**src/rtl/core/fsmrp_pkg.sv**
```systemverilog
package fsmrp_pkg;

  localparam int unsigned StateW  = 3;
  localparam int unsigned MaskW   = 8;
  localparam int unsigned MaxRows = 8;

  typedef enum logic [2:0] {
    OP_STEP    = 3'd0,
    OP_CHANGE  = 3'd1,
    OP_GARBAGE = 3'd2,
    OP_PURGE   = 3'd3,
    OP_DELETE  = 3'd4,
    OP_READ    = 3'd5
  } op_e;

  typedef enum logic {
    ST_IDLE,
    ST_REACH
  } ctrl_state_e;

  // power-up transition rows, A..H = 0..7, {next on 0, next on 1}
  localparam logic [StateW-1:0] ResetNext [MaxRows][2] = '{
    '{3'd6, 3'd3}, '{3'd0, 3'd5}, '{3'd3, 3'd4}, '{3'd4, 3'd7},
    '{3'd1, 3'd0}, '{3'd5, 3'd2}, '{3'd7, 3'd1}, '{3'd5, 3'd6}
  };

  // entries that point past the last state come up as state A
  function automatic logic [StateW-1:0] reset_next(input int unsigned row,
                                                   input int unsigned sel,
                                                   input int unsigned lim);
    logic [StateW-1:0] v;
    v = ResetNext[row % MaxRows][sel % 2];
    if (32'(v) < lim) begin
      return v;
    end
    return '0;
  endfunction

endpackage

```
**src/rtl/core/fsmrp_in_if.sv**
```systemverilog
interface fsmrp_in_if
  import fsmrp_pkg::*;
();
  logic              valid;
  logic              ready;
  logic [2:0]        opcode;
  logic              input_bit;
  logic [StateW-1:0] new_next;
  logic [StateW-1:0] target_state;

  modport source (output valid, opcode, input_bit, new_next, target_state, input ready);
  modport sink   (input valid, opcode, input_bit, new_next, target_state, output ready);
endinterface

```
**src/rtl/core/fsmrp_out_if.sv**
```systemverilog
interface fsmrp_out_if
  import fsmrp_pkg::*;
();
  logic              valid;
  logic              ready;
  logic [StateW-1:0] present_state;
  logic [MaskW-1:0]  state_mask;
  logic [StateW-1:0] row_next_zero;
  logic [StateW-1:0] row_next_one;
  logic              row_is_deleted;
  logic              accepted;

  modport source (output valid, present_state, state_mask, row_next_zero, row_next_one,
                  row_is_deleted, accepted, input ready);
  modport sink   (input valid, present_state, state_mask, row_next_zero, row_next_one,
                  row_is_deleted, accepted, output ready);
endinterface

```
**src/rtl/core/fsmrp_reach.sv**
```systemverilog
module fsmrp_reach
  import fsmrp_pkg::*;
#(
  parameter int unsigned NUM_ROWS = 8
) (
  input  logic [NUM_ROWS-1:0][1:0][StateW-1:0] next_i,
  input  logic [NUM_ROWS-1:0]                  reach_i,
  input  logic [NUM_ROWS-1:0]                  removed_i,
  output logic [NUM_ROWS-1:0]                  reach_o
);

  localparam int unsigned RowW = $clog2(NUM_ROWS);

  // one propagation round: every reached row adds its live successors
  always_comb begin
    logic [StateW-1:0] n;
    reach_o = reach_i;
    for (int unsigned i = 0; i < NUM_ROWS; i++) begin
      for (int unsigned b = 0; b < 2; b++) begin
        n = next_i[i][b];
        if (reach_i[i] && (32'(n) < NUM_ROWS) && !removed_i[n[RowW-1:0]]) begin
          reach_o[n[RowW-1:0]] = 1'b1;
        end
      end
    end
  end

endmodule

```
**src/rtl/core/programmable_fsm_with_reach_pruning_unit.sv**
```systemverilog
// programmable state machine with reachability pruning
//
// in_i carries one command word (opcode, input bit, new next state, target
// state); out_o returns exactly one result word per command. A command is
// taken when in_i.valid and in_i.ready are high at a clock edge.
//
// step, change, delete one, read row and the unused opcodes finish in the
// accepting cycle: the result shows on out_o in the next cycle, one command
// every cycle while the receiver keeps up.
// garbage query and delete unreachable run the reachability unit, one
// propagation round per cycle, until the reached set stops growing or
// min(NUM_STATES, 8) rounds have run; the result then shows on out_o.
// in_i.ready is low while those rounds run.
//
// the output word sits in a register; a new command is taken only when
// that register is empty or drains in the same cycle, so a stalled receiver
// holds the command side after one word.
// reset (rst_ni low) loads the power-up transition table, puts the machine in state D
// (A if NUM_STATES < 4), clears the deleted set and empties the output register.
module programmable_fsm_with_reach_pruning_unit
  import fsmrp_pkg::*;
#(
  parameter int unsigned NUM_STATES = 8
) (
  input  logic  clk_i,
  input  logic  rst_ni,
  fsmrp_in_if.sink    in_i,
  fsmrp_out_if.source out_o
);

  localparam int unsigned NumRows = (NUM_STATES < MaxRows) ? NUM_STATES : MaxRows;
  localparam int unsigned RowW    = $clog2(NumRows);

  ctrl_state_e state_q, state_d;

  logic [NumRows-1:0][1:0][StateW-1:0] tbl_q;
  logic [StateW-1:0]  present_q;
  logic [NumRows-1:0] removed_q;
  logic [NumRows-1:0] reach_q;
  logic [RowW-1:0]    round_q;
  logic               purge_q;

  logic               out_valid_q;
  logic [StateW-1:0]  out_present_q;
  logic [MaskW-1:0]   out_mask_q;
  logic [StateW-1:0]  out_r0_q;
  logic [StateW-1:0]  out_r1_q;
  logic               out_rdel_q;
  logic               out_acc_q;

  logic               in_acc;
  logic               out_free;
  op_e                op;
  logic               is_reach_op;
  logic [StateW-1:0]  rd_idx;
  logic [1:0][StateW-1:0] rd_row;
  logic               tgt_ok;
  logic               tgt_removed;

  // immediate result and updates
  logic [StateW-1:0]  imm_present;
  logic [MaskW-1:0]   imm_mask;
  logic [StateW-1:0]  imm_r0;
  logic [StateW-1:0]  imm_r1;
  logic               imm_rdel;
  logic               imm_acc;
  logic               tbl_we;
  logic [NumRows-1:0] removed_set;

  logic [NumRows-1:0] reach_init;
  logic [NumRows-1:0] reach_next;
  logic               reach_done;
  logic [NumRows-1:0] garbage;
  logic [MaskW-1:0]   garbage_w;
  logic               finish;

  assign out_free    = !out_valid_q || out_o.ready;
  assign in_i.ready  = (state_q == ST_IDLE) && out_free;
  assign in_acc      = in_i.valid && in_i.ready;
  assign op          = op_e'(in_i.opcode);
  assign is_reach_op = (op == OP_GARBAGE) || (op == OP_PURGE);

  // single row read port, shared by step (present) and read row (target)
  assign rd_idx      = (op == OP_READ) ? in_i.target_state : present_q;
  assign rd_row      = tbl_q[rd_idx[RowW-1:0]];
  assign tgt_ok      = 32'(in_i.target_state) < NumRows;
  assign tgt_removed = removed_q[in_i.target_state[RowW-1:0]];

  always_comb begin
    imm_present = present_q;
    imm_mask    = '0;
    imm_r0      = '0;
    imm_r1      = '0;
    imm_rdel    = 1'b0;
    imm_acc     = 1'b1;
    tbl_we      = 1'b0;
    removed_set = '0;
    unique case (op)
      OP_STEP: begin
        imm_present = rd_row[in_i.input_bit];
      end
      OP_CHANGE: begin
        tbl_we = 32'(in_i.new_next) < NUM_STATES;
      end
      OP_DELETE: begin
        if (tgt_ok && !tgt_removed) begin
          removed_set[in_i.target_state[RowW-1:0]] = 1'b1;
          imm_mask[in_i.target_state]              = 1'b1;
        end else begin
          imm_acc = 1'b0;
        end
      end
      OP_READ: begin
        if (tgt_ok) begin
          imm_r0   = rd_row[0];
          imm_r1   = rd_row[1];
          imm_rdel = tgt_removed;
        end
      end
      default: begin
      end
    endcase
  end

  // seed of the search: the present state unless it is deleted
  always_comb begin
    reach_init = '0;
    reach_init[present_q[RowW-1:0]] = !removed_q[present_q[RowW-1:0]];
  end

  fsmrp_reach #(
    .NUM_ROWS (NumRows)
  ) u_reach (
    .next_i    (tbl_q),
    .reach_i   (reach_q),
    .removed_i (removed_q),
    .reach_o   (reach_next)
  );

  assign reach_done = (reach_next == reach_q) || (round_q == RowW'(NumRows - 1));
  assign garbage    = ~reach_next & ~removed_q;
  assign finish     = (state_q == ST_REACH) && reach_done;

  always_comb begin
    garbage_w = '0;
    garbage_w[NumRows-1:0] = garbage;
  end

  // next state
  always_comb begin
    state_d = state_q;
    unique case (state_q)
      ST_IDLE:  if (in_acc && is_reach_op) state_d = ST_REACH;
      ST_REACH: if (reach_done) state_d = ST_IDLE;
      default:  state_d = ST_IDLE;
    endcase
  end

  always_ff @(posedge clk_i or negedge rst_ni) begin
    if (!rst_ni) begin
      state_q <= ST_IDLE;
    end else begin
      state_q <= state_d;
    end
  end

  // machine state
  always_ff @(posedge clk_i or negedge rst_ni) begin
    if (!rst_ni) begin
      for (int unsigned i = 0; i < NumRows; i++) begin
        for (int unsigned b = 0; b < 2; b++) begin
          tbl_q[i][b] <= reset_next(i, b, NUM_STATES);
        end
      end
      present_q <= StateW'((NUM_STATES > 3) ? 3 : 0);
      removed_q <= '0;
      reach_q   <= '0;
      round_q   <= '0;
      purge_q   <= 1'b0;
    end else begin
      if (in_acc) begin
        present_q <= imm_present;
        removed_q <= removed_q | removed_set;
        if (tbl_we) begin
          tbl_q[present_q[RowW-1:0]][in_i.input_bit] <= in_i.new_next;
        end
        if (is_reach_op) begin
          reach_q <= reach_init;
          round_q <= '0;
          purge_q <= (op == OP_PURGE);
        end
      end else if (state_q == ST_REACH) begin
        reach_q <= reach_next;
        round_q <= round_q + 1'b1;
        if (reach_done && purge_q) begin
          removed_q <= removed_q | garbage;
        end
      end
    end
  end

  // output word register
  always_ff @(posedge clk_i or negedge rst_ni) begin
    if (!rst_ni) begin
      out_valid_q <= 1'b0;
    end else if ((in_acc && !is_reach_op) || finish) begin
      out_valid_q <= 1'b1;
    end else if (out_o.ready) begin
      out_valid_q <= 1'b0;
    end
  end

  always_ff @(posedge clk_i) begin
    if (in_acc && !is_reach_op) begin
      out_present_q <= imm_present;
      out_mask_q    <= imm_mask;
      out_r0_q      <= imm_r0;
      out_r1_q      <= imm_r1;
      out_rdel_q    <= imm_rdel;
      out_acc_q     <= imm_acc;
    end else if (finish) begin
      out_present_q <= present_q;
      out_mask_q    <= garbage_w;
      out_r0_q      <= '0;
      out_r1_q      <= '0;
      out_rdel_q    <= 1'b0;
      out_acc_q     <= 1'b1;
    end
  end

  assign out_o.valid          = out_valid_q;
  assign out_o.present_state  = out_present_q;
  assign out_o.state_mask     = out_mask_q;
  assign out_o.row_next_zero  = out_r0_q;
  assign out_o.row_next_one   = out_r1_q;
  assign out_o.row_is_deleted = out_rdel_q;
  assign out_o.accepted       = out_acc_q;

endmodule

```
**src/flat_wrapper.sv**
```systemverilog
// flat-port wrapper written by rule: the top's interface ports become plain ports
module programmable_fsm_with_reach_pruning_unit_flat import fsmrp_pkg::*;
#(
  parameter int unsigned NUM_STATES = 8
)
  (clk_i, rst_ni, in_i_valid, in_i_opcode, in_i_input_bit, in_i_new_next, in_i_target_state, in_i_ready, out_o_valid, out_o_present_state, out_o_state_mask, out_o_row_next_zero, out_o_row_next_one, out_o_row_is_deleted, out_o_accepted, out_o_ready);
  fsmrp_in_if in_i_i ();
  fsmrp_out_if out_o_i ();
  input  logic clk_i;
  input  logic rst_ni;
  input wire logic [$bits(in_i_i.valid)-1:0] in_i_valid;
  input wire logic [$bits(in_i_i.opcode)-1:0] in_i_opcode;
  input wire logic [$bits(in_i_i.input_bit)-1:0] in_i_input_bit;
  input wire logic [$bits(in_i_i.new_next)-1:0] in_i_new_next;
  input wire logic [$bits(in_i_i.target_state)-1:0] in_i_target_state;
  output wire logic [$bits(in_i_i.ready)-1:0] in_i_ready;
  output wire logic [$bits(out_o_i.valid)-1:0] out_o_valid;
  output wire logic [$bits(out_o_i.present_state)-1:0] out_o_present_state;
  output wire logic [$bits(out_o_i.state_mask)-1:0] out_o_state_mask;
  output wire logic [$bits(out_o_i.row_next_zero)-1:0] out_o_row_next_zero;
  output wire logic [$bits(out_o_i.row_next_one)-1:0] out_o_row_next_one;
  output wire logic [$bits(out_o_i.row_is_deleted)-1:0] out_o_row_is_deleted;
  output wire logic [$bits(out_o_i.accepted)-1:0] out_o_accepted;
  input wire logic [$bits(out_o_i.ready)-1:0] out_o_ready;
  assign in_i_i.valid = in_i_valid;
  assign in_i_i.opcode = in_i_opcode;
  assign in_i_i.input_bit = in_i_input_bit;
  assign in_i_i.new_next = in_i_new_next;
  assign in_i_i.target_state = in_i_target_state;
  assign in_i_ready = in_i_i.ready;
  assign out_o_valid = out_o_i.valid;
  assign out_o_present_state = out_o_i.present_state;
  assign out_o_state_mask = out_o_i.state_mask;
  assign out_o_row_next_zero = out_o_i.row_next_zero;
  assign out_o_row_next_one = out_o_i.row_next_one;
  assign out_o_row_is_deleted = out_o_i.row_is_deleted;
  assign out_o_accepted = out_o_i.accepted;
  assign out_o_i.ready = out_o_ready;
  programmable_fsm_with_reach_pruning_unit #(.NUM_STATES(NUM_STATES)) u_core (.clk_i(clk_i), .rst_ni(rst_ni), .in_i(in_i_i), .out_o(out_o_i));
endmodule
```
**config.mk**
```make
export PLATFORM = sky130hd
export DESIGN_NAME = programmable_fsm_with_reach_pruning_unit_flat
export DESIGN_NICKNAME = d
export VERILOG_FILES = /design/src/rtl/core/fsmrp_pkg.sv /design/src/rtl/core/fsmrp_in_if.sv /design/src/rtl/core/fsmrp_out_if.sv /design/src/rtl/core/fsmrp_reach.sv /design/src/rtl/core/programmable_fsm_with_reach_pruning_unit.sv /design/src/flat_wrapper.sv
export SDC_FILE = /design/constraint.sdc
export NUM_CORES = 1
export LEC_CHECK = 0
export ABC_AREA = 0
export BUFFER_PORTS_ARGS = -buffer_cell sky130_fd_sc_hd__buf_2
export CELL_PAD_IN_SITES_DETAIL_PLACEMENT = 2
export CELL_PAD_IN_SITES_GLOBAL_PLACEMENT = 2
export CORE_MARGIN = 5
export CORE_UTILIZATION = 36
export DETAILED_ROUTE_END_ITERATION = 12
export PLACE_DENSITY_LB_ADDON = 0.12
export SETUP_SLACK_MARGIN = 0.02
export SLEW_MARGIN = 20
export SYNTH_ARGS = -nofsm -noshare
export SYNTH_HDL_FRONTEND = slang
export SYNTH_SLANG_ARGS = --single-unit
```
**constraint.sdc**
```tcl
create_clock -name clk_i -period 3.45 [get_ports clk_i]
set_input_delay 0.5175 -clock clk_i [delete_from_list [all_inputs] [get_ports clk_i]]
set_output_delay 0.5175 -clock clk_i [all_outputs]
set_load 0.01 [all_outputs]
```
# After elaboration in Yosys (flattened, before gate mapping)
# Index checks and enable logic that the tools add are counted.
# classes
n_addsub,1
mul,0
div_mod_pow,0
order_cmp,39
eq_ne,8
shifts,0
muxes,132
bitwise,23
reduce_logical,73
# ops
op,n
$mux 8,26
$or 8x8->8,18
$lt 3x4->1 const B,19
$bmux 1 s3,18
$demux 1 s3,18
$ge 3x1->1 const B,18
$bwmux 48,1
$mux 1,48
$mux 3,15
$logic_and 1x1->1,41
$logic_not 1->1,19
$bmux 6 s3,1
$demux 6 s3,1
$and 8x8->8,2
$not 8->8,2
$mux 6,2
$eq 3x3->1 const B,3
$eq 8x8->1,1
$reduce_and 2->1,4
$reduce_bool 2->1,4
$eq 3x2->1 const B,2
$logic_or 1x1->1,4
$add 3x1->3 const B,1
$demux 3 s1,1
7 further kinds,7
# totals
ff_bits,92
latch_bits,0
mem_bits_rw,0
romBits,0
output_inout_bits,21
mem_count,0

# Logic depth before layout (Yosys ltp)
# logic_depth
ltp_word,42
depth_mapped,9

# Cells and area by module
# From an unflattened synthesis, not the netlist that was laid out.
# hier_totals
cells_unflattened,580
area_unflattened_um2,5918.2
# modules_own_cells
mod,n_inst,cells_each,area_each_um2,seq_area_each_um2
programmable_fsm_with_reach_pruning_unit,1,381,4624.4,2431.1
fsmrp_reach,1,199,1293.7,0.0

# Worst setup path before layout
# OpenSTA, ideal clock, no wires.
# synth_path
path_type,register to register
from,register u_core.tbl_q[17] (netlist name)
to,"register u_core.out_acc_q (netlist: u_core.out_o.accepted), enable pin"
setup_ns,0.402
arrival_time_ns,3.081
path_slack_ns,-0.033
stages_incl_launch_ff,9
n_path_buf,1
synth_period_minus_slack_ns,3.483
path_cell_list,dfstp_2 -> clkbuf_1 -> nor4bb_1 -> nor4_1 -> a41oi_1 -> or2_1 -> a2111oi_4 -> a31oi_1 -> o22ai_1
# synth_between
elab_chain_len,30
elab_cells_between_ends,35
classes_between,order compare: 2; eq/ne: 1; mux: 15; bitwise: 11; reduce/logical: 6
# synth_rtl
element,line_no,rtl
from (decl),programmable_fsm_with_reach_pruning_unit.sv:36,logic [NumRows-1:0][1:0][StateW-1:0] tbl_q;
"from (signal, indexed assignment)",programmable_fsm_with_reach_pruning_unit.sv:172,"tbl_q[i][b] <= reset_next(i, b, NUM_STATES);"
"from (signal, indexed assignment)",programmable_fsm_with_reach_pruning_unit.sv:185,tbl_q[present_q[RowW-1:0]][in_i.input_bit] <= in_i.new_next;
$lt 3x4->1 (implied by the code) or $ge 3x1->1 (tied branches),fsmrp_reach.sv:22,reach_o[n[RowW-1:0]] = 1'b1;
$logic_and 1x1->1 (implied by the code),fsmrp_reach.sv:22,
$mux 1 (implied by the code),fsmrp_reach.sv:22,
$demux 1 s3,fsmrp_reach.sv:22,
$or 8x8->8 (no line),--,
$mux 8 (*),fsmrp_reach.sv:21,if (reach_i[i] && (32'(n) < NUM_ROWS) && !removed_i[n[RowW-1:0]]) begin
$or 8x8->8 (no line),--,
$mux 8 (*),fsmrp_reach.sv:21,
[... 14 more ...],--,
$or 8x8->8 (no line),--,
$mux 8 (*),fsmrp_reach.sv:21,
$or 8x8->8 (no line),--,
$mux 8 (*),fsmrp_reach.sv:21,
$eq 8x8->1 (*),programmable_fsm_with_reach_pruning_unit.sv:140,assign reach_done = (reach_next == reach_q) || (round_q == RowW'(NumRows - 1));
$logic_or 1x1->1 (*),programmable_fsm_with_reach_pruning_unit.sv:140,
$logic_and 1x1->1 (*),programmable_fsm_with_reach_pruning_unit.sv:142,assign finish = (state_q == ST_REACH) && reach_done;
$reduce_bool 2->1 (no line) (*),--,
to (signal assigned),programmable_fsm_with_reach_pruning_unit.sv:220,out_acc_q <= imm_acc;
to (decl),programmable_fsm_with_reach_pruning_unit.sv:49,logic out_acc_q;
# Every way passes the cells marked *; elsewhere a longest branch is shown, timed or not. The select of a mux whose other input is x is not followed.
# A chain may end at the register's enable or synchronous reset.

# Worst setup path after layout
# layout_path
from,register u_core.reach_q[0]
to,"register u_core.out_present_q[1] (netlist: u_core.out_o.present_state[1]), enable pin"
# layout_between
elab_chain_len,36
elab_cells_between_ends,38
classes_between,eq/ne: 1; mux: 16; bitwise: 16; reduce/logical: 5
# layout_rtl
element,line_no,rtl
from (decl),programmable_fsm_with_reach_pruning_unit.sv:39,logic [NumRows-1:0] reach_q;
from (signal assigned),programmable_fsm_with_reach_pruning_unit.sv:188,reach_q <= reach_init;
from (signal assigned),programmable_fsm_with_reach_pruning_unit.sv:193,reach_q <= reach_next;
$or 8x8->8 (no line) or $logic_and 1x1->1 (tied branches),--,
$mux 8,fsmrp_reach.sv:21,
$or 8x8->8 (no line),--,
$mux 8,fsmrp_reach.sv:21,
$or 8x8->8 (no line),--,
$mux 8,fsmrp_reach.sv:21,
$or 8x8->8 (no line),--,
$mux 8,fsmrp_reach.sv:21,
[... 20 more ...],--,
$or 8x8->8 (no line),--,
$mux 8,fsmrp_reach.sv:21,
$or 8x8->8 (no line),--,
$mux 8,fsmrp_reach.sv:21,
$eq 8x8->1 (*),programmable_fsm_with_reach_pruning_unit.sv:140,
$logic_or 1x1->1 (*),programmable_fsm_with_reach_pruning_unit.sv:140,
$logic_and 1x1->1 (*),programmable_fsm_with_reach_pruning_unit.sv:142,
$reduce_bool 2->1 (no line) (*),--,
to (signal assigned),programmable_fsm_with_reach_pruning_unit.sv:215,out_present_q <= imm_present;
to (signal assigned),programmable_fsm_with_reach_pruning_unit.sv:222,out_present_q <= present_q;
to (decl),programmable_fsm_with_reach_pruning_unit.sv:44,logic [StateW-1:0] out_present_q;
# Every way passes the cells marked *; elsewhere a longest branch is shown, timed or not.

==> run metrics <==
Post-Place Worst Slack 0.217 ns; Port-buffer cells 34; wire length of the first global-routing pass ~38000 µm; max-slew violation count 0; summed negative setup slack over all endpoints 0 ns; part of the cycle the worst path needs a little over nine tenths; area of the core roughly 0.016 mm²; cell type contributing the most total cell area after synthesis sky130_fd_sc_hd__dfrtp_1; H-tree Lvls 3; endpoint class of the critical path flip-flop; Initial Util between 30 and 40%; via density per instance 6.44; met1 routing resource usage after global routing a little over a third; maximum clock path buffer count 2; Global Route Usage Sum between 20% and 30%; total DRC errors in the routed layout 0; cell types occupying the most area after synthesis sky130_fd_sc_hd__dfrtp_1 (19%), sky130_fd_sc_hd__dfstp_2 (12%), sky130_fd_sc_hd__edfxtp_1 (9.6%); maximum resistive drop on vdd roughly 0.31 mV; fin crit period 3.26 ns; number of buffers added by the clock tree synthesis step 9; final-report setup violation count 0; slew at the pin closest to its max-slew limit 0.792 ns; GR Layer Usage met3 4.59%; final worst setup slack slightly below 0.2 ns; synthesized netlist cell count approximately 620; power share of the combinational group between 30% and 40%; Post-DRT Antenna Nets 0; setup repair after global routing missed its margin false; static leakage approximately 0.0026 µW; Switching Fraction between 40% and 50%; Avg Inst Size Synth 9.53 µm²; run status completed; Multi-input gate area 0.00325 mm²; busiest layer in global routing met2; root buffer selected by CTS sky130_fd_sc_hd__clkbuf_16; Highest Clock Rate between 300 and 400 MHz; sum of internal, switching and leakage power roughly 4900 µW; top-count cell post-synth sky130_fd_sc_hd__nand2_1; Die Footprint roughly 0.019 mm²; flip-flop and latch area 0.00243 mm²; Detailed Route Iter0 Violations ~440; synthesis-to-finish area growth 13.2%; proportion of power drawn by flip-flops and latches around two fifths; summed instance area of the synthesized netlist approximately 0.0059 mm²; number of enable flip-flop cells after synthesis 19; Hold/Removal Path Class in2async; pwr dens ~740 mW/mm²; clock tree from TritonCTS yes; final layout net count between 600 and 700; Synth top area share 19.4%; wire per inst between 20 and 30 µm; startpoint-to-endpoint class of the critical path reg2reg; Layout Cells excl Fill 867; gp weighted congestion ~0.95; drt first pass iters 5; total nets after synthesis 639; nature of the critical path startpoint flip-flop; # fillers 1816; Worst slew margin between 40% and 50%; die outline width approximately 140 µm; data arrival time at the worst-slack endpoint approximately 3.3 ns; row count 47; share of layout cells above drive strength 1 around a quarter; Boundary Pins 35; worst clock skew on the final layout just under 0.01 ns; data required time at the worst endpoint ~3.5 ns; main flop type after synthesis sky130_fd_sc_hd__dfrtp_1; end-of-flow core utilization between 40% and 50%; count of max-cap constraint violations 0; Cell variety after synth 61; detailed placement HPWL between 15000 and 20000 µm; vias in the first global route a little under 6000; vias between 5000 and 6000; routed wire length about 25000 µm; met2 routing resource usage after global routing 41.5%; sequential area share after synthesis 41.0%; most used standard cells in the synthesized netlist sky130_fd_sc_hd__nand2_1 (53), sky130_fd_sc_hd__nor2_1 (52), sky130_fd_sc_hd__clkbuf_1 (47); switching power of the nets approximately 2200 µW; insertion delay of the later-clocked pin in the worst-skew pair 0.36 ns; number of antenna diodes 0; initial antenna violation count 0; cell count after placement between 800 and 900; clk slew on worst S/H paths 0.07 ns; critical path peak fanout 19; internal power consumption around 2700 µW; CTS sink count slightly above 90; fraction of synthesis flops using an asynchronous set or reset pin about four fifths; final count of hold timing violations 0; total of warnings raised by yosys 0; sum of overflow across all layers after global routing 0; post-synthesis register bit count about 90; share of total power in the clock network around a fifth; buffers inserted during post-CTS setup optimization 0; maximum number of pins on one net before global-route repair 74; chip height approximately 140 µm
==> cells in the final DEF, fill, tap and decap left out, types with 19 or more instances in the layout <==
master,count
sky130_fd_sc_hd__nand2_1,53
sky130_fd_sc_hd__nor2_1,52
sky130_fd_sc_hd__mux2_2,46
sky130_fd_sc_hd__dfrtp_1,46
sky130_fd_sc_hd__buf_2,33
sky130_fd_sc_hd__nand4b_1,31
sky130_fd_sc_hd__dfstp_2,27
sky130_fd_sc_hd__buf_4,25
sky130_fd_sc_hd__a21oi_1,23
sky130_fd_sc_hd__nor4bb_1,22
sky130_fd_sc_hd__inv_1,21
sky130_fd_sc_hd__edfxtp_1,19
==> logic make-up (layout without fill, tap and decap cells) <==
logic type / after synthesis / count (layout) / synth area share, %
simple gates: 278 / 278 / 27.9
compound gates: 128 / 128 / 16.1
flops: 92 / 92 / 41.0
buf+inv: 72 / 96 / 4.62
mux: 51 / 51 / 9.99
fa+ha+maj: 2 / 2 / 0.422
==> metrics by stage <==
step           hold slack (ns)  area (µm²)
2_1_floorplan            0.222        5940
3_3_place_gp             0.469        6380
3_5_place_dp             0.481        6380
4_1_cts                  0.352        6690
5_1_grt                  0.117        6720
6_report                0.0857        6720
==> power groups by stage <==
stage | registers (µW) | clock network, µW | logic (µW)
3_5_place_dp | 1950 | 0 | 1900
5_1_grt | 1990 | 1120 | 2070
3_3_place_gp | 1920 | 0 | 1850
6_report | 1950 | 1060 | 1940
2_1_floorplan | 1620 | 0 | 1330
4_1_cts | 1930 | 1080 | 1920
==> sequential cells by signal, summed over array words and instances, names as in the netlist <==
name,cells
u_core.out_o.state_mask,8
u_core.tbl_q,48
u_core.out_o.row_next_one,3
u_core.present_q,3
u_core.out_o.row_is_deleted,1
u_core.out_o.present_state,3
u_core.removed_q,8
u_core.round_q,3
u_core.state_q,1
u_core.out_o.row_next_zero,3
u_core.out_o.valid,1
u_core.purge_q,1
u_core.reach_q,8
u_core.out_o.accepted,1
==> critical path, cell delays in order (launching register included) <==
cell	delay, ns
sky130_fd_sc_hd__dfrtp_1	0.60
sky130_fd_sc_hd__nor4bb_1	0.23
sky130_fd_sc_hd__or4_1	0.56
sky130_fd_sc_hd__nor4_1	0.26
sky130_fd_sc_hd__a41o_1	0.27
sky130_fd_sc_hd__a2bb2oi_1	0.29
sky130_fd_sc_hd__a31oi_2	0.25
sky130_fd_sc_hd__o22ai_2	0.18
sky130_fd_sc_hd__buf_4	0.30
==> area by class of cell <==
class	instances	share of cell area [%]
Timing Repair Buffer	59	5.66
Sequential cell	92	36.2
Tap cell	220	4.10
Clock inverter	7	1.25
Inverter	21	1.17
Multi-Input combinational cell	459	48.3
Clock buffer	9	3.35
==> what timing repair did <==
| item | CTS | global route |
|---|---|---|
| endpoints found under the setup margin | 0 | 19 |
| hold buffers | 0 | 0 |
| resized for setup | 0 | 1 |
==> layer usage <==
layer	vias to the layer above	wire, µm
li1	2433	-
met1	2959	11100
met2	157	11700
met3	37	1510
met4	0	845
met5	-	0
==> worst paths after layout <==
path,slack [ns],from,cells after the start,endpoint
worst max-delay path,0.19,u_core.reach_q[0],8,u_core.out_o.present_state[1]
worst min-delay path,0.09,rst_ni,1,u_core.tbl_q[16]
worst max register to register,0.19,u_core.reach_q[0],8,u_core.out_o.present_state[1]
worst min register to register,0.49,u_core.round_q[0],1,u_core.round_q[0]
max in group asynchronous,2.72,rst_ni,2,u_core.tbl_q[36]
min in group clk_i,0.49,u_core.round_q[0],1,u_core.round_q[0]
Note: power is estimated with default switching activity, not from simulation.
